`config.mk`:
```
export PLATFORM = sky130hd
export DESIGN_NAME = zbns_sqrt
export DESIGN_NICKNAME = d
export VERILOG_FILES = /design/src/hw/rtl/zbuffer_normal_shading_core_macros.svh /design/src/hw/rtl/zbns_pkg.sv /design/src/hw/rtl/zbns_sqrt.sv
export SDC_FILE = /design/constraint.sdc
export NUM_CORES = 2
export LEC_CHECK = 0
export BUFFER_PORTS_ARGS = -buffer_cell sky130_fd_sc_hd__buf_2
export CORE_MARGIN = 2
export CORE_UTILIZATION = 55
export CTS_BUF_LIST = sky130_fd_sc_hd__clkbuf_8
export CTS_CLUSTER_SIZE = 20
export DETAILED_ROUTE_END_ITERATION = 7
export PLACE_DENSITY = 0.69
export RECOVER_POWER = 50
export REMOVE_ABC_BUFFERS = 1
export SYNTH_ARGS = -nofsm -noshare
export SYNTH_HDL_FRONTEND = slang
export SYNTH_SLANG_ARGS = --single-unit
```
`constraint.sdc`:
```
create_clock -name clk -period 4.05 [get_ports clk]
set_clock_uncertainty 0.05 [all_clocks]
set_input_delay 0.405 -clock clk [delete_from_list [all_inputs] [get_ports clk]]
set_output_delay 0.405 -clock clk [all_outputs]
set_load 0.1 [all_outputs]
```
`src/hw/rtl/zbuffer_normal_shading_core_macros.svh`:
```
// Assertion macros shared by the depth-buffer shading RTL.
`ifndef ZBUFFER_NORMAL_SHADING_CORE_MACROS_SVH
`define ZBUFFER_NORMAL_SHADING_CORE_MACROS_SVH
`ifndef SYNTHESIS
`define ZBNS_ASSERT_IMP(lbl, clk, rstn, ante, cons) \
    lbl: assert property (@(posedge clk) disable iff (!rstn) (ante) |-> (cons)) \
        else $error("zbns assertion failed");
`define ZBNS_ASSERT_NEXT(lbl, clk, rstn, ante, cons) \
    lbl: assert property (@(posedge clk) disable iff (!rstn) (ante) |=> (cons)) \
        else $error("zbns assertion failed");
`else
`define ZBNS_ASSERT_IMP(lbl, clk, rstn, ante, cons)
`define ZBNS_ASSERT_NEXT(lbl, clk, rstn, ante, cons)
`endif
`endif

```
`src/hw/rtl/zbns_pkg.sv`:
```
// Types and constants shared by the depth-buffer shading pipeline.
`timescale 1ns / 1ps
package zbns_pkg;

    localparam int COLOR_W = 24;
    localparam int DEPTH_W = 16;
    localparam int SQ_W    = 44;
    localparam int ROOT_W  = 22;
    localparam int NUM_W   = 36;
    localparam int GAIN_W  = 10;
    localparam int QBITS   = 10;
    localparam int QUO_W   = 11;
    localparam int IDX_W   = 3;
    localparam int CFG_W   = 16;

    // Pipeline depth from accepted input beat to result strobe.
    localparam int GRAD_STAGES  = 6;
    localparam int DIV_STAGES   = QBITS + 1;
    localparam int SHADE_STAGES = 2;
    localparam int LATENCY = GRAD_STAGES + ROOT_W + DIV_STAGES + SHADE_STAGES;

    localparam logic [IDX_W-1:0] REG_LIGHT_X       = 3'd0;
    localparam logic [IDX_W-1:0] REG_LIGHT_Y       = 3'd1;
    localparam logic [IDX_W-1:0] REG_LIGHT_Z       = 3'd2;
    localparam logic [IDX_W-1:0] REG_INTENSITY     = 3'd3;
    localparam logic [IDX_W-1:0] REG_MIN_GAIN      = 3'd4;
    localparam logic [IDX_W-1:0] REG_MAX_GAIN      = 3'd5;
    localparam logic [IDX_W-1:0] REG_DEPTH_STRETCH = 3'd6;
    localparam logic [IDX_W-1:0] REG_EMPTY_DEPTH   = 3'd7;

    localparam logic [15:0] RST_LIGHT_X       = 16'h0000;
    localparam logic [15:0] RST_LIGHT_Y       = 16'h0000;
    localparam logic [15:0] RST_LIGHT_Z       = 16'h4000;
    localparam logic [15:0] RST_INTENSITY     = 16'h1000;
    localparam logic [9:0]  RST_MIN_GAIN      = 10'd30;
    localparam logic [9:0]  RST_MAX_GAIN      = 10'd255;
    localparam logic [15:0] RST_DEPTH_STRETCH = 16'd512;
    localparam logic [15:0] RST_EMPTY_DEPTH   = 16'h8000;

    typedef struct packed {
        logic signed [15:0] light_x;
        logic signed [15:0] light_y;
        logic signed [15:0] light_z;
        logic [15:0]        intensity;
        logic [9:0]         min_gain;
        logic [9:0]         max_gain;
        logic [15:0]        depth_stretch;
        logic signed [15:0] empty_depth;
    } cfg_t;

    typedef struct packed {
        logic [COLOR_W-1:0] color;
        logic               shade;
        logic [SQ_W-1:0]    sq;
        logic [NUM_W-1:0]   num;
    } sq_beat_t;

    typedef struct packed {
        logic [COLOR_W-1:0] color;
        logic               shade;
        logic [ROOT_W-1:0]  root;
        logic [NUM_W-1:0]   num;
    } dv_beat_t;

    typedef struct packed {
        logic [COLOR_W-1:0] color;
        logic               shade;
        logic [QUO_W-1:0]   gain;
    } gn_beat_t;

endpackage

```
`src/hw/rtl/zbns_sqrt.sv`:
```
// Pipelined integer square root, one root bit per stage.
`timescale 1ns / 1ps
module zbns_sqrt (
    input  logic               clk,
    input  logic               rst_n,
    input  logic               in_valid,
    input  zbns_pkg::sq_beat_t in_beat,
    output logic               out_valid,
    output zbns_pkg::dv_beat_t out_beat
);

    localparam int NS    = zbns_pkg::ROOT_W;
    localparam int RW    = zbns_pkg::ROOT_W;
    localparam int REM_W = zbns_pkg::ROOT_W + 2;

    logic                          valid_reg [0:NS-1];
    logic [zbns_pkg::COLOR_W-1:0]  color_reg [0:NS-1];
    logic                          shade_reg [0:NS-1];
    logic [zbns_pkg::SQ_W-1:0]     sq_reg    [0:NS-1];
    logic [zbns_pkg::NUM_W-1:0]    num_reg   [0:NS-1];
    logic [REM_W-1:0]              rem_reg   [0:NS-1];
    logic [RW-1:0]                 root_reg  [0:NS-1];

    for (genvar k = 0; k < NS; k++)
    begin : g_stage
        logic                          v_in;
        logic [zbns_pkg::COLOR_W-1:0]  c_in;
        logic                          s_in;
        logic [zbns_pkg::SQ_W-1:0]     sq_in;
        logic [zbns_pkg::NUM_W-1:0]    n_in;
        logic [REM_W-1:0]              rem_in, rem_sh, trial, rem_next;
        logic [RW-1:0]                 root_in, root_next;
        logic                          ge;

        if (k == 0)
        begin : g_first
            assign v_in    = in_valid;
            assign c_in    = in_beat.color;
            assign s_in    = in_beat.shade;
            assign sq_in   = in_beat.sq;
            assign n_in    = in_beat.num;
            assign rem_in  = '0;
            assign root_in = '0;
        end
        else
        begin : g_rest
            assign v_in    = valid_reg[k-1];
            assign c_in    = color_reg[k-1];
            assign s_in    = shade_reg[k-1];
            assign sq_in   = sq_reg[k-1];
            assign n_in    = num_reg[k-1];
            assign rem_in  = rem_reg[k-1];
            assign root_in = root_reg[k-1];
        end

        always_comb
        begin
            rem_sh    = {rem_in[REM_W-3:0], sq_in[zbns_pkg::SQ_W-1-2*k -: 2]};
            trial     = {root_in, 2'b01};
            ge        = (rem_sh >= trial);
            rem_next  = ge ? (rem_sh - trial) : rem_sh;
            root_next = {root_in[RW-2:0], ge};
        end

        always_ff @(posedge clk or negedge rst_n)
        begin
            if (!rst_n)
            begin
                valid_reg[k] <= 1'b0;
            end
            else
            begin
                valid_reg[k] <= v_in;
            end
        end

        always_ff @(posedge clk)
        begin
            color_reg[k] <= c_in;
            shade_reg[k] <= s_in;
            sq_reg[k]    <= sq_in;
            num_reg[k]   <= n_in;
            rem_reg[k]   <= rem_next;
            root_reg[k]  <= root_next;
        end
    end

    assign out_valid      = valid_reg[NS-1];
    assign out_beat.color = color_reg[NS-1];
    assign out_beat.shade = shade_reg[NS-1];
    assign out_beat.root  = root_reg[NS-1];
    assign out_beat.num   = num_reg[NS-1];

endmodule

```
# --- Word-level counts from Yosys, hierarchy flattened ---
# Memory sizes are Yosys's and may differ from the RTL's.
# Cells that the tools add are included.
classes:
  n_reduce_logical: 0
  n_shift: 0
  muxes: 22
  addsub: 22
  n_eq_ne: 0
  div_mod_pow: 0
  magnitude_cmp: 22
  n_mul: 0
  n_bitwise: 0
ops:
  columns: ["operator", "n"]
  rows:
  - ["$mux 24", 22]
  - ["$ge 24x24->1", 21]
  - ["$sub 24x24->24", 21]
  - ["$sub 2x1->3 const B", 1]
  - ["$ge 2x1->1 const B", 1]
word_totals:
  wordCells: 94
  output_inout_bits: 84
  regBits: 22
  ram_bits: 3322
  latchBits: 0
  mem_bits_ro: 0
  mem_count: 6
memory_table:
  columns: ["name", "depth", "width", "rd", "rd_clocked_by_memory_dff", "wr", "line_no", "rtl"]
  rows:
  - ["sq_reg", 22, 44, 21, 0, 22, "zbns_sqrt.sv:19", "logic [zbns_pkg::SQ_W-1:0] sq_reg [0:NS-1];"]
  - ["num_reg", 22, 36, 22, 0, 22, "zbns_sqrt.sv:20", "logic [zbns_pkg::NUM_W-1:0] num_reg [0:NS-1];"]
  - ["color_reg", 22, 24, 22, 0, 22, "zbns_sqrt.sv:17", "logic [zbns_pkg::COLOR_W-1:0] color_reg [0:NS-1];"]
  - ["rem_reg", 22, 24, 21, 0, 22, "zbns_sqrt.sv:21", "logic [REM_W-1:0] rem_reg [0:NS-1];"]
  - ["root_reg", 22, 22, 22, 0, 22, "zbns_sqrt.sv:22", "logic [RW-1:0] root_reg [0:NS-1];"]
  - ["shade_reg", 22, 1, 22, 0, 22, "zbns_sqrt.sv:18", "logic shade_reg [0:NS-1];"]

# --- Longest topological paths before layout ---
# An unclocked memory read counts as a cell.
depth:
  ltp_word: 3
  ltp_mapped: 13

# --- Least setup slack after synthesis ---
# No wires, ideal clock.
synth_timing:
  kind: "reg-to-reg"
  from: "memory root_reg[1][44] (netlist name)"
  to: "memory rem_reg[1][87] (netlist name)"
  path_buffers: 0
  arrival_ns: 2.504
  slack_ns: 1.363
  period_less_slack_ns: 2.687
  path_stages_with_launch: 11
  required_ns: 3.866
  path_cell_list: "dfxtp_1 -> inv_1 -> ha_1 -> o21a_1 -> or4_1 -> a311o_1 -> a21oi_1 -> nor2b_1 -> or3_1 -> nor4_1 -> xor2_1"
synth_lines:
  columns: ["element", "line_no"]
  rows:
  - ["start, declared", "zbns_sqrt.sv:22"]
  - ["end, declared", "zbns_sqrt.sv:21"]

==> reports/qor.yml <==
ir_worst_vdd_mv: 0.543
place.gp.congestion: 0.911
cts.sinks: 2513
met3_length_um: 4050
largest_reg_flops: 792
grt_pass1_vias: 38529
die_x_um: 358
yosysTopAreaCellShare_pct: 72.4
syn_area_per_cell_um2: 12.8
synth_cell_type_count: 87
status: "complete, no violations"
finalCritPeriodShare_pct: 80.8
layout.nets: 6471
relSlewSlack_pct: 33.9
drt_iter0_markers: 1362
r2r_end: "rem_reg[2][93]$_DFF_P_"
rrSetupSlack_ns: 0.78
hpwl_um: 72000
overflow: 0
stdcell_area_um2: 81400
dp.cells: 7140
async_reset_ff_share_pct: 0.875
clk_pin_slew_worst_paths_ns: 0.06
drive_above_1_share_pct: 13.1
insertion_delay_ns: 0.95
end_kind: "flop"
cts_root_buf: "clkbuf_8"
worst_pin_slew_ns: 0.988
top_layer: "met4"
ys_seq_area_share_pct: 73.2
yosysTopAreaCell: "dfxtp_1"
pre_cts_ws_ns: 0.823
max_freq_mhz: 306
dr.pass1.iters: 5
viasPerCell: 4.71
routed_wl_um: 111000
leakage_nw: 37.4
wl_met1_um: 45900
startpoint_type: "flop"
hold_path_end: "root_reg[0][0]$_DFF_P_"
setup_slack_ns: 0.779
worstHoldPathCells: 3
ant_nets: 0
io_buffers: 191
dr_wl_met2_um: 56100
required_ns: 4.77
vias: 37640
min_path_type: "in2reg"
cts_tree: "yes"
netlist_top_cells_area: "dfxtp_1 72%, ha_1 5.0%, xnor2_1 2.2%, xor2_1 2.1%, a21oi_1 1.9%"
cp_max_fo: 4
synth_edf_count: 0
cts_max_path_buffers: 4
die-area_um2: 128000
cts_made_buffers: 372
setup_violations: 0
placed_area_um2: 71700
cts_setup_buffers: 0
maxCapViolCount: 0
synth-seq-cells: 2513
syn_to_final_growth_pct: 18.1
core_area_um2: 124000
min_period_ns: 3.27
post_drt_wl_per_cell_um: 13.8
hold_start: "in_beat[78]"
drv_slew: 0
crit_type: "reg2reg"
ios: 192
syn_inst: 5378
synth_ff_type: "dfxtp_1"
layout_common_cells: "2491 x dfxtp_1, 480 x clkbuf_8, 437 x inv_1"
start_util_pct: 55.6
h-tree-depth: 5
rsz0062_at_grt: "false"
grt_pass1_wl_um: 182000
reg2reg_depth: 10
worstPathArrival_ns: 3.99
grt_max_degree: 40
ys_warn_count: 0
rows: 129
stdcell_count: 7989
cts.repair.resized: 0
final_common_cell: "dfxtp_1"
antenna_found_initial: 1
finalSetupTns_ns: 0
timing_hold_violations_final: 0
drc: 0
netlist_area_um2: 68900
die_h_um: 358
p_per_area_nw_per_um2: 682
p_total_mw: 55.5
grtUsageTotal_pct: 17.4
r2r-start: "root_reg[2][45]$_DFF_P_"
[stage by stage]
step                      hold slack (ns)  util [%]
after floorplan                    0.0594         -
after global placement              0.259      57.8
after detailed placement            0.262      57.8
after CTS                         0.00140      65.7
after global routing                0.106      65.7
final                               0.171      65.7
[layout make-up]
cell class | count | area (um2)
sequential | 2513 | 50400
multi-input combinational | 2440 | 16800
inverter | 340 | 1280
antenna | 1 | 2.50
tap | 1637 | 2050
timing repair buffer | 420 | 3200
clock buffer | 480 | 6610
fill | 9069 | 42600
clock inverter | 158 | 1010
[power breakdown]
part	switching (mW)	internal (mW)
Combinational	3.63	2.91
Clock	8.70	11.4
Sequential	1.46	27.5
[critical path, cell delays in order, from the launching register on]
cell and delay, ns:
dfxtp_1 0.32, inv_1 0.04, ha_1 0.32, o21ai_0 0.25, a21oi_1 0.11, a311oi_1 0.61
o21a_1 0.26, nor3_1 0.08, o31ai_1 0.60, o21ai_0 0.19, mux2_2 0.30
[how the worst max path moves through the flow]
stage          cells after the start                 endpoint  slack [ns]                      from
4_1_cts                            9  rem_reg[1][139]$_DFF_P_        0.81   root_reg[1][92]$_DFF_P_
3_3_place_gp                      10  rem_reg[1][163]$_DFF_P_        0.85  root_reg[1][121]$_DFF_P_
6_report                          10   rem_reg[2][93]$_DFF_P_        0.78   root_reg[2][45]$_DFF_P_
3_5_place_dp                       9  rem_reg[1][139]$_DFF_P_        0.82   root_reg[1][98]$_DFF_P_
2_1_floorplan                     10   rem_reg[2][68]$_DFF_P_       -0.61   root_reg[2][22]$_DFF_P_
5_1_grt                            9  rem_reg[1][139]$_DFF_P_        0.44   root_reg[1][99]$_DFF_P_
[metal layers]
| metal | vias to the layer above | track usage, % |
|---|---|---|
| met5 | - | 0 |
| met4 | 0 | 9.15 |
| met2 | 694 | 31.7 |
| li1 | 19336 | - |
| met3 | 314 | 3.65 |
| met1 | 17296 | 19.0 |
[logic make-up after synthesis]
group | count (synthesis) | share of synthesized area, %
fa+ha+maj | 276 | 5.01
mux | 62 | 1.01
compound gates | 776 | 6.91
buf+inv | 425 | 2.48
other cells | 1 | 0.00544
flops | 2513 | 73.2
simple gates | 987 | 7.10
xor+xnor | 338 | 4.30
[cell usage after synthesis, types with 12 or more instances]
cell       number
a211oi_1       13
a21o_1         71
a21oi_1       259
a31oi_1        23
and3_1         14
buf_4          25
clkbuf_1       56
dfrtp_1        22
dfxtp_1      2491
ha_1          276
inv_1         336
mux2_2         51
nand2_1       250
nand2b_1       49
nand3_1        53
nand4_1        41
nor2_1        259
nor2b_1        47
nor3_1        102
nor4_1         41
o2111ai_1      12
o21a_1         54
o21ai_0       194
o21bai_1       23
o31ai_1        21
or2_2          13
or3_1          33
or4_1          24
xnor2_1       175
xor2_1        163
[repair_timing]
item	CTS	global route
hold buffers	210	0
hold endpoints to repair	129	0
setup endpoints to repair	0	0
Power figures use the tool's default switching activity.
