[src/hw/rtl/zbuffer_normal_shading_core_macros.svh]
// Assertion macros shared by the depth-buffer shading RTL.
`ifndef ZBUFFER_NORMAL_SHADING_CORE_MACROS_SVH
`define ZBUFFER_NORMAL_SHADING_CORE_MACROS_SVH
`ifndef SYNTHESIS
`define ZBNS_ASSERT_IMP(lbl, clk, rstn, ante, cons) \
    lbl: assert property (@(posedge clk) disable iff (!rstn) (ante) |-> (cons)) \
        else $error("zbns assertion failed");
`define ZBNS_ASSERT_NEXT(lbl, clk, rstn, ante, cons) \
    lbl: assert property (@(posedge clk) disable iff (!rstn) (ante) |=> (cons)) \
        else $error("zbns assertion failed");
`else
`define ZBNS_ASSERT_IMP(lbl, clk, rstn, ante, cons)
`define ZBNS_ASSERT_NEXT(lbl, clk, rstn, ante, cons)
`endif
`endif

[src/hw/rtl/zbns_pkg.sv]
// Types and constants shared by the depth-buffer shading pipeline.
`timescale 1ns / 1ps
package zbns_pkg;

    localparam int COLOR_W = 24;
    localparam int DEPTH_W = 16;
    localparam int SQ_W    = 44;
    localparam int ROOT_W  = 22;
    localparam int NUM_W   = 36;
    localparam int GAIN_W  = 10;
    localparam int QBITS   = 10;
    localparam int QUO_W   = 11;
    localparam int IDX_W   = 3;
    localparam int CFG_W   = 16;

    // Pipeline depth from accepted input beat to result strobe.
    localparam int GRAD_STAGES  = 6;
    localparam int DIV_STAGES   = QBITS + 1;
    localparam int SHADE_STAGES = 2;
    localparam int LATENCY = GRAD_STAGES + ROOT_W + DIV_STAGES + SHADE_STAGES;

    localparam logic [IDX_W-1:0] REG_LIGHT_X       = 3'd0;
    localparam logic [IDX_W-1:0] REG_LIGHT_Y       = 3'd1;
    localparam logic [IDX_W-1:0] REG_LIGHT_Z       = 3'd2;
    localparam logic [IDX_W-1:0] REG_INTENSITY     = 3'd3;
    localparam logic [IDX_W-1:0] REG_MIN_GAIN      = 3'd4;
    localparam logic [IDX_W-1:0] REG_MAX_GAIN      = 3'd5;
    localparam logic [IDX_W-1:0] REG_DEPTH_STRETCH = 3'd6;
    localparam logic [IDX_W-1:0] REG_EMPTY_DEPTH   = 3'd7;

    localparam logic [15:0] RST_LIGHT_X       = 16'h0000;
    localparam logic [15:0] RST_LIGHT_Y       = 16'h0000;
    localparam logic [15:0] RST_LIGHT_Z       = 16'h4000;
    localparam logic [15:0] RST_INTENSITY     = 16'h1000;
    localparam logic [9:0]  RST_MIN_GAIN      = 10'd30;
    localparam logic [9:0]  RST_MAX_GAIN      = 10'd255;
    localparam logic [15:0] RST_DEPTH_STRETCH = 16'd512;
    localparam logic [15:0] RST_EMPTY_DEPTH   = 16'h8000;

    typedef struct packed {
        logic signed [15:0] light_x;
        logic signed [15:0] light_y;
        logic signed [15:0] light_z;
        logic [15:0]        intensity;
        logic [9:0]         min_gain;
        logic [9:0]         max_gain;
        logic [15:0]        depth_stretch;
        logic signed [15:0] empty_depth;
    } cfg_t;

    typedef struct packed {
        logic [COLOR_W-1:0] color;
        logic               shade;
        logic [SQ_W-1:0]    sq;
        logic [NUM_W-1:0]   num;
    } sq_beat_t;

    typedef struct packed {
        logic [COLOR_W-1:0] color;
        logic               shade;
        logic [ROOT_W-1:0]  root;
        logic [NUM_W-1:0]   num;
    } dv_beat_t;

    typedef struct packed {
        logic [COLOR_W-1:0] color;
        logic               shade;
        logic [QUO_W-1:0]   gain;
    } gn_beat_t;

endpackage

[src/hw/rtl/zbns_shade.sv]
// Gain clamp and per-channel scaling with the result output register.
`timescale 1ns / 1ps
`include "zbuffer_normal_shading_core_macros.svh"
module zbns_shade (
    input  logic                          clk,
    input  logic                          rst_n,
    input  zbns_pkg::cfg_t                cfg,
    input  logic                          in_valid,
    input  zbns_pkg::gn_beat_t            in_beat,
    output logic                          result_valid,
    output logic [zbns_pkg::COLOR_W-1:0]  color_out,
    output logic                          was_shaded
);

    logic                              valid_a_reg;
    logic [zbns_pkg::COLOR_W-1:0]      color_a_reg;
    logic                              shade_a_reg;
    logic [zbns_pkg::GAIN_W-1:0]       gain_reg, gain_next;
    logic [zbns_pkg::QUO_W-1:0]        g_lo;

    logic                              valid_reg;
    logic [zbns_pkg::COLOR_W-1:0]      color_reg, color_next;
    logic                              shaded_reg;

    // The lower clamp goes first, so max_gain wins when the limits cross.
    always_comb
    begin
        g_lo = (in_beat.gain < {1'b0, cfg.min_gain}) ? {1'b0, cfg.min_gain} : in_beat.gain;
        gain_next = (g_lo > {1'b0, cfg.max_gain}) ? cfg.max_gain
                                                  : g_lo[zbns_pkg::GAIN_W-1:0];
    end

    always_comb
    begin
        logic [17:0] prod;
        prod = '0;
        color_next = color_a_reg;
        if (shade_a_reg)
        begin
            for (int ch = 0; ch < 3; ch++)
            begin
                prod = 18'(color_a_reg[8*ch +: 8]) * 18'(gain_reg);
                color_next[8*ch +: 8] = (prod[17:16] != 2'b00) ? 8'hff : prod[15:8];
            end
        end
    end

    always_ff @(posedge clk or negedge rst_n)
    begin
        if (!rst_n)
        begin
            valid_a_reg <= 1'b0;
            valid_reg   <= 1'b0;
        end
        else
        begin
            valid_a_reg <= in_valid;
            valid_reg   <= valid_a_reg;
        end
    end

    always_ff @(posedge clk)
    begin
        color_a_reg <= in_beat.color;
        shade_a_reg <= in_beat.shade;
        gain_reg    <= gain_next;
        color_reg   <= color_next;
        shaded_reg  <= shade_a_reg;
    end

    assign result_valid = valid_reg;
    assign color_out    = color_reg;
    assign was_shaded   = shaded_reg;

    `ZBNS_ASSERT_NEXT(a_zero_gain_black, clk, rst_n,
        valid_a_reg && shade_a_reg && gain_reg == '0, color_out == '0)

endmodule

[config.mk]
export PLATFORM = sky130hd
export DESIGN_NAME = zbns_shade
export DESIGN_NICKNAME = d
export VERILOG_FILES = /design/src/hw/rtl/zbns_pkg.sv /design/src/hw/rtl/zbns_shade.sv
export VERILOG_INCLUDE_DIRS = /design/src /design/src/hw/rtl
export SDC_FILE = /design/constraint.sdc
export NUM_CORES = 1
export LEC_CHECK = 0
export ABC_AREA = 1
export BUFFER_PORTS_ARGS = -buffer_cell sky130_fd_sc_hd__buf_2
export CAP_MARGIN = 15
export CORE_MARGIN = 5
export CORE_UTILIZATION = 59
export DETAILED_ROUTE_END_ITERATION = 10
export MAX_ROUTING_LAYER = met4
export PLACE_DENSITY_LB_ADDON = 0.2
export SLEW_MARGIN = 0
export SYNTH_ARGS = -nofsm -noshare
export SYNTH_HDL_FRONTEND = slang
export SYNTH_SLANG_ARGS = --single-unit
[constraint.sdc]
create_clock -name clk -period 5.4 [get_ports clk]
set_clock_uncertainty 0.1 [all_clocks]
set_input_delay 1.08 -clock clk [delete_from_list [all_inputs] [get_ports clk]]
set_output_delay 1.08 -clock clk [all_outputs]
set_load 0.01 [all_outputs]
# Word level (Yosys, flattened, before mapping)
# Cells that the tools add are included.
# op_classes
mul,3
magnitude_cmp,2
n_mux,6
reduce_logical,3
# ops
operator,count
8-bit by 10-bit multiplier with 18-bit output,3
24-bit 2-to-1 mux,1
8-bit 2-to-1 mux,3
11-bit by 10-bit > comparator with 1-bit output,1
11-bit by 10-bit less-than comparator with 1-bit output,1
11-bit 2-to-1 mux,1
10-bit 2-to-1 mux,1
2-bit nonzero test,3
# totals
ff_bits,62
in_bits,155
output_inout_bits,26
word_cells,21

# Longest topological paths before layout
# Gate-level depths: netlist (run 1).
# logic_depth
ltp_word,4
depth_mapped,25
depth_no_buf,23

# Worst setup path after synthesis (run 1)
# OpenSTA, ideal clock, no wires.
# synth_timing
path_type,register to register
startpoint,register gain_reg[1] in the netlist's numbering
endpoint,"register color_reg, in the netlist color_out[7]"
setup_ps,116
arrival_time_ps,4157
required_time_ps,5184
path_slack_ps,1027
path_stages_with_launch,22
n_path_buf,2
period_less_slack_ps,4373
path_cell_list,dfxtp_1 buf_6 clkbuf_1 nand2_1 fa_1 fa_1 inv_1 fa_1 inv_1 fa_1 inv_1 ha_1 nand2_1 inv_1 a21oi_1 nand2_2 nand2_1 nand3b_1 nand2_1 nand3_2 o21bai_2 nand2_1
# synth_between
elab_chain_len,4
# synth_rtl
item,line_no,source
start: declaration,zbns_shade.sv:18,"logic [zbns_pkg::GAIN_W-1:0] gain_reg, gain_next;"
start signal: assignment,zbns_shade.sv:66,gain_reg <= gain_next;
8-bit by 10-bit multiplier with 18-bit output *,zbns_shade.sv:42,prod = 18'(color_a_reg[8*ch +: 8]) * 18'(gain_reg);
2-bit nonzero test,zbns_shade.sv:43,color_next[8*ch +: 8] = (prod[17:16] != 2'b00) ? 8'hff : prod[15:8];
8-bit 2-to-1 mux *,zbns_shade.sv:43,
24-bit 2-to-1 mux *,zbns_shade.sv:38,if (shade_a_reg)
via color_next (one bit),zbns_shade.sv:22,"logic [zbns_pkg::COLOR_W-1:0] color_reg, color_next;"
end signal: assignment,zbns_shade.sv:67,color_reg <= color_next;
end: declaration,zbns_shade.sv:22,
# Mark *: on every way through the listed nets, which the timed path passes. The rest lies on a longest branch.

# Worst setup path after layout (run 1)
# layout_timing
startpoint,register gain_reg[6] in the netlist's numbering
endpoint,"register color_reg, in the netlist color_out[18]"
# Same word-level chain as after synthesis.

==> results of run 1 <==
==> cells by family (layout without fill, tap and decap cells) <==
logic type,count (synthesis),after routing
xor gates and xnor gates,15,15
AOI/OAI and AO/OA,97,97
adders and majority gates,265,265
and+or+nand+nor,606,606
DFF,62,62
buffers and inverters,498,563
==> where the power goes <==
part / internal (mW) / total, mW / switching, mW / leakage [nW]
sequential: 0.577 / 0.664 / 0.0861 / 0.529
clock: 0.373 / 0.628 / 0.255 / 0.149
combinational: 1.71 / 4.50 / 2.78 / 7.20
==> final cells by class <==
class / instances / area (µm²) / area share, %
flip-flops and latches: 62 / 1251 / 10.73
multi-input cells: 983 / 7587 / 65.08
repair buffers: 102 / 555.5 / 4.765
inverters: 445 / 1670 / 14.33
well taps: 229 / 286.5 / 2.458
clock inverters: 6 / 68.82 / 0.5903
clock buffers: 10 / 239.0 / 2.050
==> how the worst max path moves through the flow <==
stage                             start                    end
detailed placement  gain_reg[6]$_DFF_P_  color_out[13]$_DFF_P_
global route        gain_reg[2]$_DFF_P_   color_out[7]$_DFF_P_
floorplan           gain_reg[1]$_DFF_P_   color_out[7]$_DFF_P_
global placement    gain_reg[2]$_DFF_P_   color_out[7]$_DFF_P_
finish              gain_reg[6]$_DFF_P_  color_out[18]$_DFF_P_
CTS                 gain_reg[6]$_DFF_P_  color_out[18]$_DFF_P_
==> per-layer routing <==
metal	share of wire, %	GRT usage [%]
met5	0	-
met4	2.5	7.904
met3	5.4	2.596
met2	47	41.50
met1	45	32.94
==> cells in the mapped netlist, drive strengths merged (3+ instances only) <==
master	n	area share (%)
a21oi	46	2.1
inv	445	16
and2	3	0.17
nand2	449	16
clkbuf	41	1.4
nand3b	3	0.21
nand4	8	0.47
a21o	7	0.49
dfxtp	60	11
ha	124	14
fa	141	26
nor3	6	0.28
o21ai	23	1.1
xnor2	5	0.41
nand3	53	2.9
nor2	79	2.9
nor4	4	0.23
xor2	10	0.82
o21bai	17	1.3
buf	12	0.64
==> worst reg2reg max path, cell delays in order (launching register included) <==
cell      delay [ns]
dfxtp_1         0.70
buf_4           0.31
nand2_1         0.08
inv_1           0.09
fa_1            0.41
fa_1            0.48
fa_1            0.52
inv_1           0.06
fa_1            0.47
inv_1           0.04
ha_1            0.33
a21oi_1         0.25
nand2_1         0.10
a21oi_1         0.17
nand3b_1        0.11
nand2_2         0.12
nand3_4         0.11
nor2_1          0.18
nor2_1          0.06
==> layout by cell type, fill, tap and decap left out, drive strengths merged <==
cell	count
nand4	8
xnor2	5
o21a	2
nor4	4
or3	1
clkbuf	10
xor2	10
dfxtp	60
o31ai	1
nand3b	3
nand3	53
nor3	6
and2	3
fa	141
a21o	7
clkinv	3
inv	446
o21ai	23
nand2	449
clkinvlp	1
o21bai	17
dfrtp	2
bufinv	1
ha	124
o211ai	1
a21oi	46
buf	102
nor2	79
==> stage by stage <==
stage	hold slack (ns)	instance area, µm²	setup WS, ns
final	0.2522	11660	0.6019
after global placement	0.2394	11350	0.6880
after global routing	0.2644	11660	0.2391
after CTS	0.2541	11660	0.6157
after floorplan	0.2290	10730	1.028
after detailed placement	0.2379	11350	0.6293
==> impl_metrics.env, run 1 <==
export IMPL_min_to="result_valid$_DFF_PN0_"
export IMPL_reg2reg_to="color_out[18]$_DFF_P_"
export IMPL_critPathKind="register to register"
export IMPL_antenna_found_initial=0
export IMPL_synth_compound_area_share_pct=5.282
export IMPL_cts_htree_levels=3
export IMPL_dpl_hpwl_mm=19.09
export IMPL_clockBufferDepth=2
export IMPL_async_flop_share_pct=3.226
export IMPL_place_congestion=0.9067
export IMPL_hold_buffers=0
export IMPL_final_antenna_net_count=0
export IMPL_grt_pass1_wl_mm=41.60
export IMPL_cts_root_buf="clkbuf_16"
export IMPL_maxCapViolations=0
export IMPL_crit_arrival_ns=4.93
export IMPL_path_clk_slew_ns=0.06
export IMPL_peakVddDrop_v=0.0004587
export IMPL_power_mw=5.787
export IMPL_grt_pass1_vias=9119
export IMPL_setup_viol=0
export IMPL_ios=181
export IMPL_fin_crit_ns=4.798
export IMPL_cp_depth=18
export IMPL_ys_seq_elements=62
export IMPL_die_y_um=144.9
export IMPL_initial_core_util_pct=59.74
export IMPL_synth_edf_count=0
export IMPL_yosys_cell_types_count=37
export IMPL_cp_end_kind="register"
export IMPL_yosys_area_share_simple_pct=23.43
export IMPL_cts_resized_gates=0
export IMPL_synth_cells=1543
export IMPL_dieArea_um2=20990
export IMPL_core_um2=17960
export IMPL_wirelength_mm=23.88
export IMPL_port_buffer_count=84
export IMPL_synthAdderAreaFrac_pct=40.76
export IMPL_drt_initial_drc_count=466
export IMPL_grt_max_degree=39
export IMPL_synthToLayoutAreaGrowth_pct=8.640
export IMPL_power_density_nw_per_um2=496.3
export IMPL_timing_fmax_ghz=0.2084
export IMPL_rsz0062_at_grt="no"
export IMPL_layoutNonFillerInstCount=1837
export IMPL_cts_tree="done"
export IMPL_r2r_setup_slack_ns=0.60
export IMPL_wl_per_cell_um=13.00
export IMPL_final_util_pct=64.90
export IMPL_drive_gt1_share_pct=9.204
export IMPL_n_fill_cell=1657
export IMPL_core_rowCount=49
export IMPL_reg2reg_depth=18
export IMPL_numCtsBuffers=9
export IMPL_drcViolationCount=0
export IMPL_via_per_inst=4.938
export IMPL_die_w_um=144.9
export IMPL_final_nets=2023
export IMPL_crit_top_cell="fa_1"
export IMPL_synthMuxAreaShare_pct=0
export IMPL_cts_setup_buffers=0
export IMPL_vias=9071
export IMPL_slew_headroom_pct=51.99
export IMPL_cpLargestDelayFamily="adder cells"
export IMPL_track_usage_pct=25.21
export IMPL_syn_area_um2=10730
export IMPL_reg2reg_from="gain_reg[6]$_DFF_P_"
export IMPL_numClockSinks=62
export IMPL_clkLatencyLatePin_ns=0.35
export IMPL_status="finished clean"
export IMPL_critPathBufInv=4
export IMPL_finalSetupTns_ns=0
export IMPL_drt_pass1_iter_count=5
export IMPL_required_ns=5.53
export IMPL_syn_num_nets=1963
export IMPL_seq_area_frac_synth_pct=11.66
export IMPL_hold_start="valid_a_reg$_DFF_PN0_"
export IMPL_diodes=0
export IMPL_synthXorXnorAreaFrac_pct=1.224
export IMPL_cp_start_kind="register"
export IMPL_hold_viol_final=0
export IMPL_worst_path_largest_cell_delay_ns=0.70
export IMPL_ys_flop_type="dfxtp_1"
export IMPL_worst_path_max_fanout=14
export IMPL_synth_top_family_by_area="adder cells"
export IMPL_tightestPinTransition_ns=0.7192
export IMPL_slowest_stage="dfxtp_1"
export IMPL_final_period_utilization_pct=88.85
export IMPL_dpl_cell_count=1821
export IMPL_grt_remaining_overflow=0
export IMPL_yosysWarnings=0
export IMPL_crit_chain="buf_4, nand2_1, inv_1, fa_1, fa_1, fa_1, inv_1, fa_1, inv_1, ha_1, a21oi_1, nand2_1, a21oi_1, nand3b_1, nand2_2, nand3_4, nor2_1, nor2_1"
export IMPL_min_path_cells=0
export IMPL_final_max_slew_viol_count=0
export IMPL_hp_class="register to register"
export IMPL_synth_avg_cell_area_um2=6.955
export IMPL_p_leak_nw=7.881
(Power assumes the default switching activity.)
==> run 2: changes to the inputs <==
--- a/config.mk
+++ b/config.mk
@@ -10,7 +10,7 @@
 export BUFFER_PORTS_ARGS = -buffer_cell sky130_fd_sc_hd__buf_2
 export CAP_MARGIN = 15
 export CORE_MARGIN = 5
-export CORE_UTILIZATION = 59
+export CORE_UTILIZATION = 50
 export DETAILED_ROUTE_END_ITERATION = 10
 export MAX_ROUTING_LAYER = met4
 export PLACE_DENSITY_LB_ADDON = 0.2
==> run 2 against run 1 <==
  * Non-clock buffer count up 4
  * Global-route usage shrank 2.5 points
  * Critical path depth rose by 2
  * Critical endpoint is now color_out[7]$_DFF_P_
  * Sequential cell count is the same
  * Clock power down 14%
  * Design area increased by 0.55%
  * First-iteration DRC count up 26%
  * Count of clock-buffer cells in the layout fell by 1
  * Die area increased by 17%
  * Worst hold slack improved by 0.012 ns
  * Critical path type unchanged
==> impl_metrics.env, run 2 (synthesis gave the netlist of run 1 again) <==
export IMPL_status="finished clean"
export IMPL_swShare_pct=55.83
export IMPL_cts_resized_gates=0
export IMPL_register_area_um2=1251
export IMPL_peakVddDrop_v=0.0002962
export IMPL_grt_pass1_wl_mm=43.93
export IMPL_reg2reg_to="color_out[7]$_DFF_P_"
export IMPL_cp_end_kind="register"
export IMPL_ios=181
export IMPL_final_max_slew_viol_count=0
export IMPL_grt_remaining_overflow=0
export IMPL_cts_tree="done"
export IMPL_n_fill_cell=2032
export IMPL_power_density_nw_per_um2=503.5
export IMPL_hold_viol_final=0
export IMPL_grt_pass1_vias=9004
export IMPL_die_y_um=156.5
export IMPL_dieArea_um2=24490
export IMPL_place_congestion=0.9648
export IMPL_numCtsBuffers=9
export IMPL_tightestPinTransition_ns=0.8137
export IMPL_core_rowCount=53
export IMPL_dpl_hpwl_mm=20.94
export IMPL_crit_arrival_ns=5.07
export IMPL_hp_class="register to register"
export IMPL_r2r_setup_slack_ns=0.45
export IMPL_finalSetupTns_ns=0
export IMPL_cts_setup_buffers=0
export IMPL_intPower_mw=2.607
export IMPL_final_period_utilization_pct=91.63
export IMPL_synthToLayoutAreaGrowth_pct=9.234
export IMPL_path_clk_slew_ns=0.06
export IMPL_required_ns=5.52
export IMPL_p_leak_nw=7.889
export IMPL_track_usage_pct=22.72
export IMPL_cts_htree_levels=3
export IMPL_antenna_found_initial=1
export IMPL_drt_pass1_iter_count=7
export IMPL_setup_viol=0
export IMPL_drcViolationCount=0
export IMPL_initial_core_util_pct=50.89
export IMPL_core_um2=21090
export IMPL_final_util_pct=55.59
export IMPL_via_per_inst=4.791
export IMPL_p_switching_mw=3.295
export IMPL_endpoint="color_out[7]$_DFF_P_"
export IMPL_drt_initial_drc_count=588
export IMPL_critPathKind="register to register"
export IMPL_reg2reg_depth=20
export IMPL_worst_path_max_fanout=15
export IMPL_drive_gt1_share_pct=9.429
export IMPL_wirelength_mm=25.24
export IMPL_wl_per_cell_um=13.37
export IMPL_setup_worst_path_start="gain_reg[2]$_DFF_P_"
export IMPL_final_common_cell="inv_1"
export IMPL_cp_start_kind="register"
export IMPL_vias=9045
export IMPL_most_common_layout_cells="inv_1 (443), nand2_1 (434), fa_1 (141)"
export IMPL_multi_input_comb_area_um2=7587
export IMPL_combPwrFrac_pct=79.3
export IMPL_cts_root_buf="clkbuf_16"
export IMPL_die_w_um=156.5
export IMPL_maxCapViolations=0
export IMPL_fin_crit_ns=4.948
export IMPL_timing_fmax_ghz=0.2021
export IMPL_clkLatencyLatePin_ns=0.32
export IMPL_numClockSinks=62
export IMPL_final_antenna_net_count=0
export IMPL_grt_max_degree=39
export IMPL_hold_buffers=0
export IMPL_port_buffer_count=84
export IMPL_slew_headroom_pct=45.68
export IMPL_clockPowerShare_pct=9.2
export IMPL_clockBufferDepth=2
export IMPL_seqPwrFrac_pct=11.5
export IMPL_timing_hold_ws_ns=0.2645
export IMPL_final_nets=2027
export IMPL_rsz0062_at_grt="no"
export IMPL_reg2reg_from="gain_reg[2]$_DFF_P_"
==> run 2: worst min path at each step <==
stage                             endpoint             startpoint  slack [ns]  cells past startpoint
global placement    result_valid$_DFF_PN0_  valid_a_reg$_DFF_PN0_        0.23                      0
floorplan               was_shaded$_DFF_P_    shade_a_reg$_DFF_P_        0.23                      0
global route        result_valid$_DFF_PN0_  valid_a_reg$_DFF_PN0_        0.29                      0
finish              result_valid$_DFF_PN0_  valid_a_reg$_DFF_PN0_        0.26                      0
CTS                 result_valid$_DFF_PN0_  valid_a_reg$_DFF_PN0_        0.27                      0
detailed placement  result_valid$_DFF_PN0_  valid_a_reg$_DFF_PN0_        0.25                      0
==> run 2: power by group through the flow <==
| stage | Combinational, mW | Sequential (mW) | Clock [mW] |
|---|---|---|---|
| final | 4.68 | 0.679 | 0.541 |
| after detailed placement | 4.63 | 0.685 | 0 |
| after floorplan | 3.48 | 0.673 | 0 |
| after CTS | 4.68 | 0.677 | 0.553 |
| after global routing | 5.47 | 0.694 | 0.580 |
| after global placement | 4.62 | 0.684 | 0 |
==> run 2: layout make-up <==
cell class | instances | area share (%)
multi-input combinational | 983 | 64.72
timing repair buffer | 106 | 4.995
inverter | 445 | 14.25
clock inverter | 7 | 0.4803
antenna | 1 | 0.02135
tap | 275 | 2.935
clock buffer | 9 | 1.921
sequential | 62 | 10.67
==> run 2: metal layers <==
layer  vias up  track usage (%)  part of all wire, %
met4         0            4.587                  1.1
li1       4609                -                    -
met3        15            2.710                  7.1
met5         -                -                    0
met1      4145            34.76                   50
met2       276            32.44                   42
==> run 2: per-stage QoR <==
step | cell area, µm² | power, mW | cells | setup slack (ns)
finish | 11720 | 5.902 | 1888 | 0.4519
global route | 11720 | 6.742 | 1888 | 0.1365
CTS | 11720 | 5.905 | 1887 | 0.5105
detailed placement | 11440 | 5.316 | 1871 | 0.5233
global placement | 11440 | 5.305 | 1871 | 0.5527
floorplan | 10730 | 4.155 | 1543 | 1.028
==> run 2: critical path, stage by stage (launching register included) <==
cell and delay [ns]:
dfxtp_1 0.85, buf_4 0.33, nand2_1 0.06, inv_1 0.08, fa_1 0.43, fa_1 0.46, fa_1 0.49, inv_1 0.05
fa_1 0.47, inv_1 0.04, ha_1 0.35, nand2_1 0.13, inv_1 0.07, a21oi_1 0.17, nand2_2 0.10, nand2_1 0.11
nand2_1 0.06, nand2_1 0.12, nand3_2 0.16, o21bai_2 0.15, nand2_1 0.06
==> run 3: changes to the inputs <==
--- a/config.mk
+++ b/config.mk
@@ -6,7 +6,6 @@
 export SDC_FILE = /design/constraint.sdc
 export NUM_CORES = 1
 export LEC_CHECK = 0
-export ABC_AREA = 1
 export BUFFER_PORTS_ARGS = -buffer_cell sky130_fd_sc_hd__buf_2
 export CAP_MARGIN = 15
 export CORE_MARGIN = 5
==> run 3 against run 2 <==
  * Clock power grew 6.1%
  * Die area shrank 10%
  * Routed wire length shrank 19%
  * Sequential power shrank 3.1%
  * Global-route usage shrank 2.3 points
  * Sequential share of layout area grew 1.1 points
  * Via count shrank 23%
  * Critical path depth shrank 4
  * Synthesized cell count shrank 33%
  * Critical endpoint is now color_out[6]$_DFF_P_
  * Largest power group unchanged
==> impl_metrics.env, run 3 <==
export IMPL_synth_area_leaders="fa_1 (29%), ha_1 (16%), and2_1 (13%)"
export IMPL_via_per_inst=5.176
export IMPL_reg2reg_depth=16
export IMPL_diodes=0
export IMPL_final_max_slew_viol_count=0
export IMPL_die_y_um=148.4
export IMPL_clkLatencyLatePin_ns=0.35
export IMPL_synth_cells=1037
export IMPL_rsz0062_at_grt="no"
export IMPL_initial_core_util_pct=51.05
export IMPL_ios=181
export IMPL_r2r_setup_slack_ns=0.37
export IMPL_vias=7008
export IMPL_cp_end_kind="register"
export IMPL_grt_pass1_wl_mm=35.53
export IMPL_synth_avg_cell_area_um2=9.239
export IMPL_drcViolationCount=0
export IMPL_syn_area_um2=9580
export IMPL_tightestPinTransition_ns=1.026
export IMPL_peakVddDrop_v=0.0005955
export IMPL_core_rowCount=50
export IMPL_grt_max_degree=31
export IMPL_dpl_cell_count=1336
export IMPL_maxCapViolations=0
export IMPL_seq_area_frac_synth_pct=13.06
export IMPL_required_ns=5.54
export IMPL_critPathKind="register to register"
export IMPL_synthToLayoutAreaGrowth_pct=11.17
export IMPL_numClockSinks=62
export IMPL_min_path_cells=0
export IMPL_dpl_hpwl_mm=16.31
export IMPL_power_density_nw_per_um2=571.8
export IMPL_place_congestion=0.8604
export IMPL_synth_edf_count=0
export IMPL_cts_root_buf="clkbuf_16"
export IMPL_grt_remaining_overflow=0
export IMPL_cts_htree_levels=3
export IMPL_final_period_utilization_pct=93.19
export IMPL_fin_crit_ns=5.032
export IMPL_syn_num_nets=1457
export IMPL_drt_pass1_iter_count=5
export IMPL_hold_viol_final=0
export IMPL_ys_seq_elements=62
export IMPL_drive_gt1_share_pct=13.57
export IMPL_synth_most_common_cell="and2_1"
export IMPL_hp_class="register to register"
export IMPL_grt_pass1_vias=7278
export IMPL_timing_fmax_ghz=0.1987
export IMPL_power_mw=6.090
export IMPL_synth_top_area_share_pct=29.46
export IMPL_layoutNonFillerInstCount=1354
export IMPL_final_antenna_net_count=0
export IMPL_most_common_layout_cells="and2_1 (201), inv_1 (173), fa_1 (141)"
export IMPL_yosys_cell_types_count=52
export IMPL_synthTopCellsByCount="and2_1 (201), inv_1 (173), fa_1 (141)"
export IMPL_cp_start_kind="register"
export IMPL_crit_arrival_ns=5.17
export IMPL_slew_headroom_pct=31.62
export IMPL_worst_path_max_fanout=13
export IMPL_cts_tree="done"
export IMPL_dieArea_um2=22030
export IMPL_status="finished clean"
export IMPL_track_usage_pct=20.43
export IMPL_core_um2=18770
export IMPL_drt_initial_drc_count=280
export IMPL_timing_hold_ws_ns=0.2541
export IMPL_port_buffer_count=84
export IMPL_clockBufferDepth=2
export IMPL_antenna_found_initial=0
export IMPL_async_flop_share_pct=3.226
export IMPL_die_w_um=148.4
export IMPL_setup_viol=0
export IMPL_finish_instance_area_um2=10650
export IMPL_hold_buffers=0
export IMPL_post_synth_top_area_cell="fa_1"
export IMPL_final_common_cell="and2_1"
export IMPL_postPlaceCellArea_um2=10350
export IMPL_yosysWarnings=0
export IMPL_numCtsBuffers=9
export IMPL_wl_per_cell_um=15.02
export IMPL_wirelength_mm=20.33
export IMPL_p_leak_nw=5.424
export IMPL_path_clk_slew_ns=0.06
export IMPL_final_nets=1535
export IMPL_ys_flop_type="dfxtp_1"
export IMPL_finalSetupTns_ns=0
run 3: layout make-up:
| type | instances | area (µm²) |
|---|---|---|
| clock buffer | 12 | 236.5 |
| clock inverter | 4 | 47.55 |
| fill | 1695 | 8118 |
| inverter | 173 | 649.4 |
| multi-input combinational | 755 | 7501 |
| sequential | 62 | 1252 |
| tap | 234 | 292.8 |
| timing repair buffer | 114 | 670.6 |
run 3: repair_timing:
action / in CTS / in global routing
gates resized for setup: 0 / 1
endpoints found under the setup margin: 0 / 8
buffers inserted: 0 / 2
endpoints found under the hold margin: 0 / 0
run 3: power breakdown:
| part | internal (mW) | total, mW | switching, mW |
|---|---|---|---|
| combinational | 2.20 | 4.86 | 2.66 |
| sequential | 0.582 | 0.658 | 0.0754 |
| clock | 0.356 | 0.574 | 0.218 |
| total | 3.13 | 6.09 | 2.96 |
run 3: cells by family after synthesis:
| family | synth area share, % |
|---|---|
| adder cells (fa/ha/maj) | 45.66 |
| flip-flops | 13.06 |
| AO/OA/AOI/OAI | 8.711 |
| multiplexers | 2.730 |
| buffers and inverters | 8.646 |
| AND/OR/NAND/NOR | 18.73 |
| XOR/XNOR | 2.468 |
run 3: path summary, 6_finish.rpt:
check | to | startpoint
max | color_out[6]$_DFF_P_ | gain_reg[6]$_DFF_P_
min | result_valid$_DFF_PN0_ | valid_a_reg$_DFF_PN0_
max reg2reg | color_out[6]$_DFF_P_ | gain_reg[6]$_DFF_P_
min reg2reg | result_valid$_DFF_PN0_ | valid_a_reg$_DFF_PN0_
max in group asynchronous | valid_a_reg$_DFF_PN0_ | rst_n
min in group asynchronous | result_valid$_DFF_PN0_ | rst_n
run 3: per-stage QoR:
stage,util [%],worst slack (ns)
after floorplan,-,0.4788
after global placement,55.15,0.3018
after detailed placement,55.15,0.2206
after CTS,56.66,0.2784
after global routing,56.75,0.03218
final,56.75,0.3679
run 3: worst max-delay path, stage by stage (launching register included):
cell and delay, ns:
dfxtp_1 0.66, buf_4 0.28, and2_1 0.15, fa_1 0.45, fa_1 0.52, fa_1 0.50
inv_1 0.05, fa_1 0.47, inv_1 0.04, ha_1 0.34, a21oi_1 0.16, o21a_1 0.12
o21ai_0 0.07, a21oi_1 0.20, o31ai_2 0.10, mux2_4 0.36, o32a_1 0.35
run 3: layer usage:
layer / track usage [%] / up-vias / routed length [µm]
met1: 28.37 / 3449 / 9874
met5: - / - / 0
met4: 4.665 / 0 / 211
met2: 32.21 / 101 / 9515
met3: 2.620 / 17 / 730
li1: - / 3441 / -
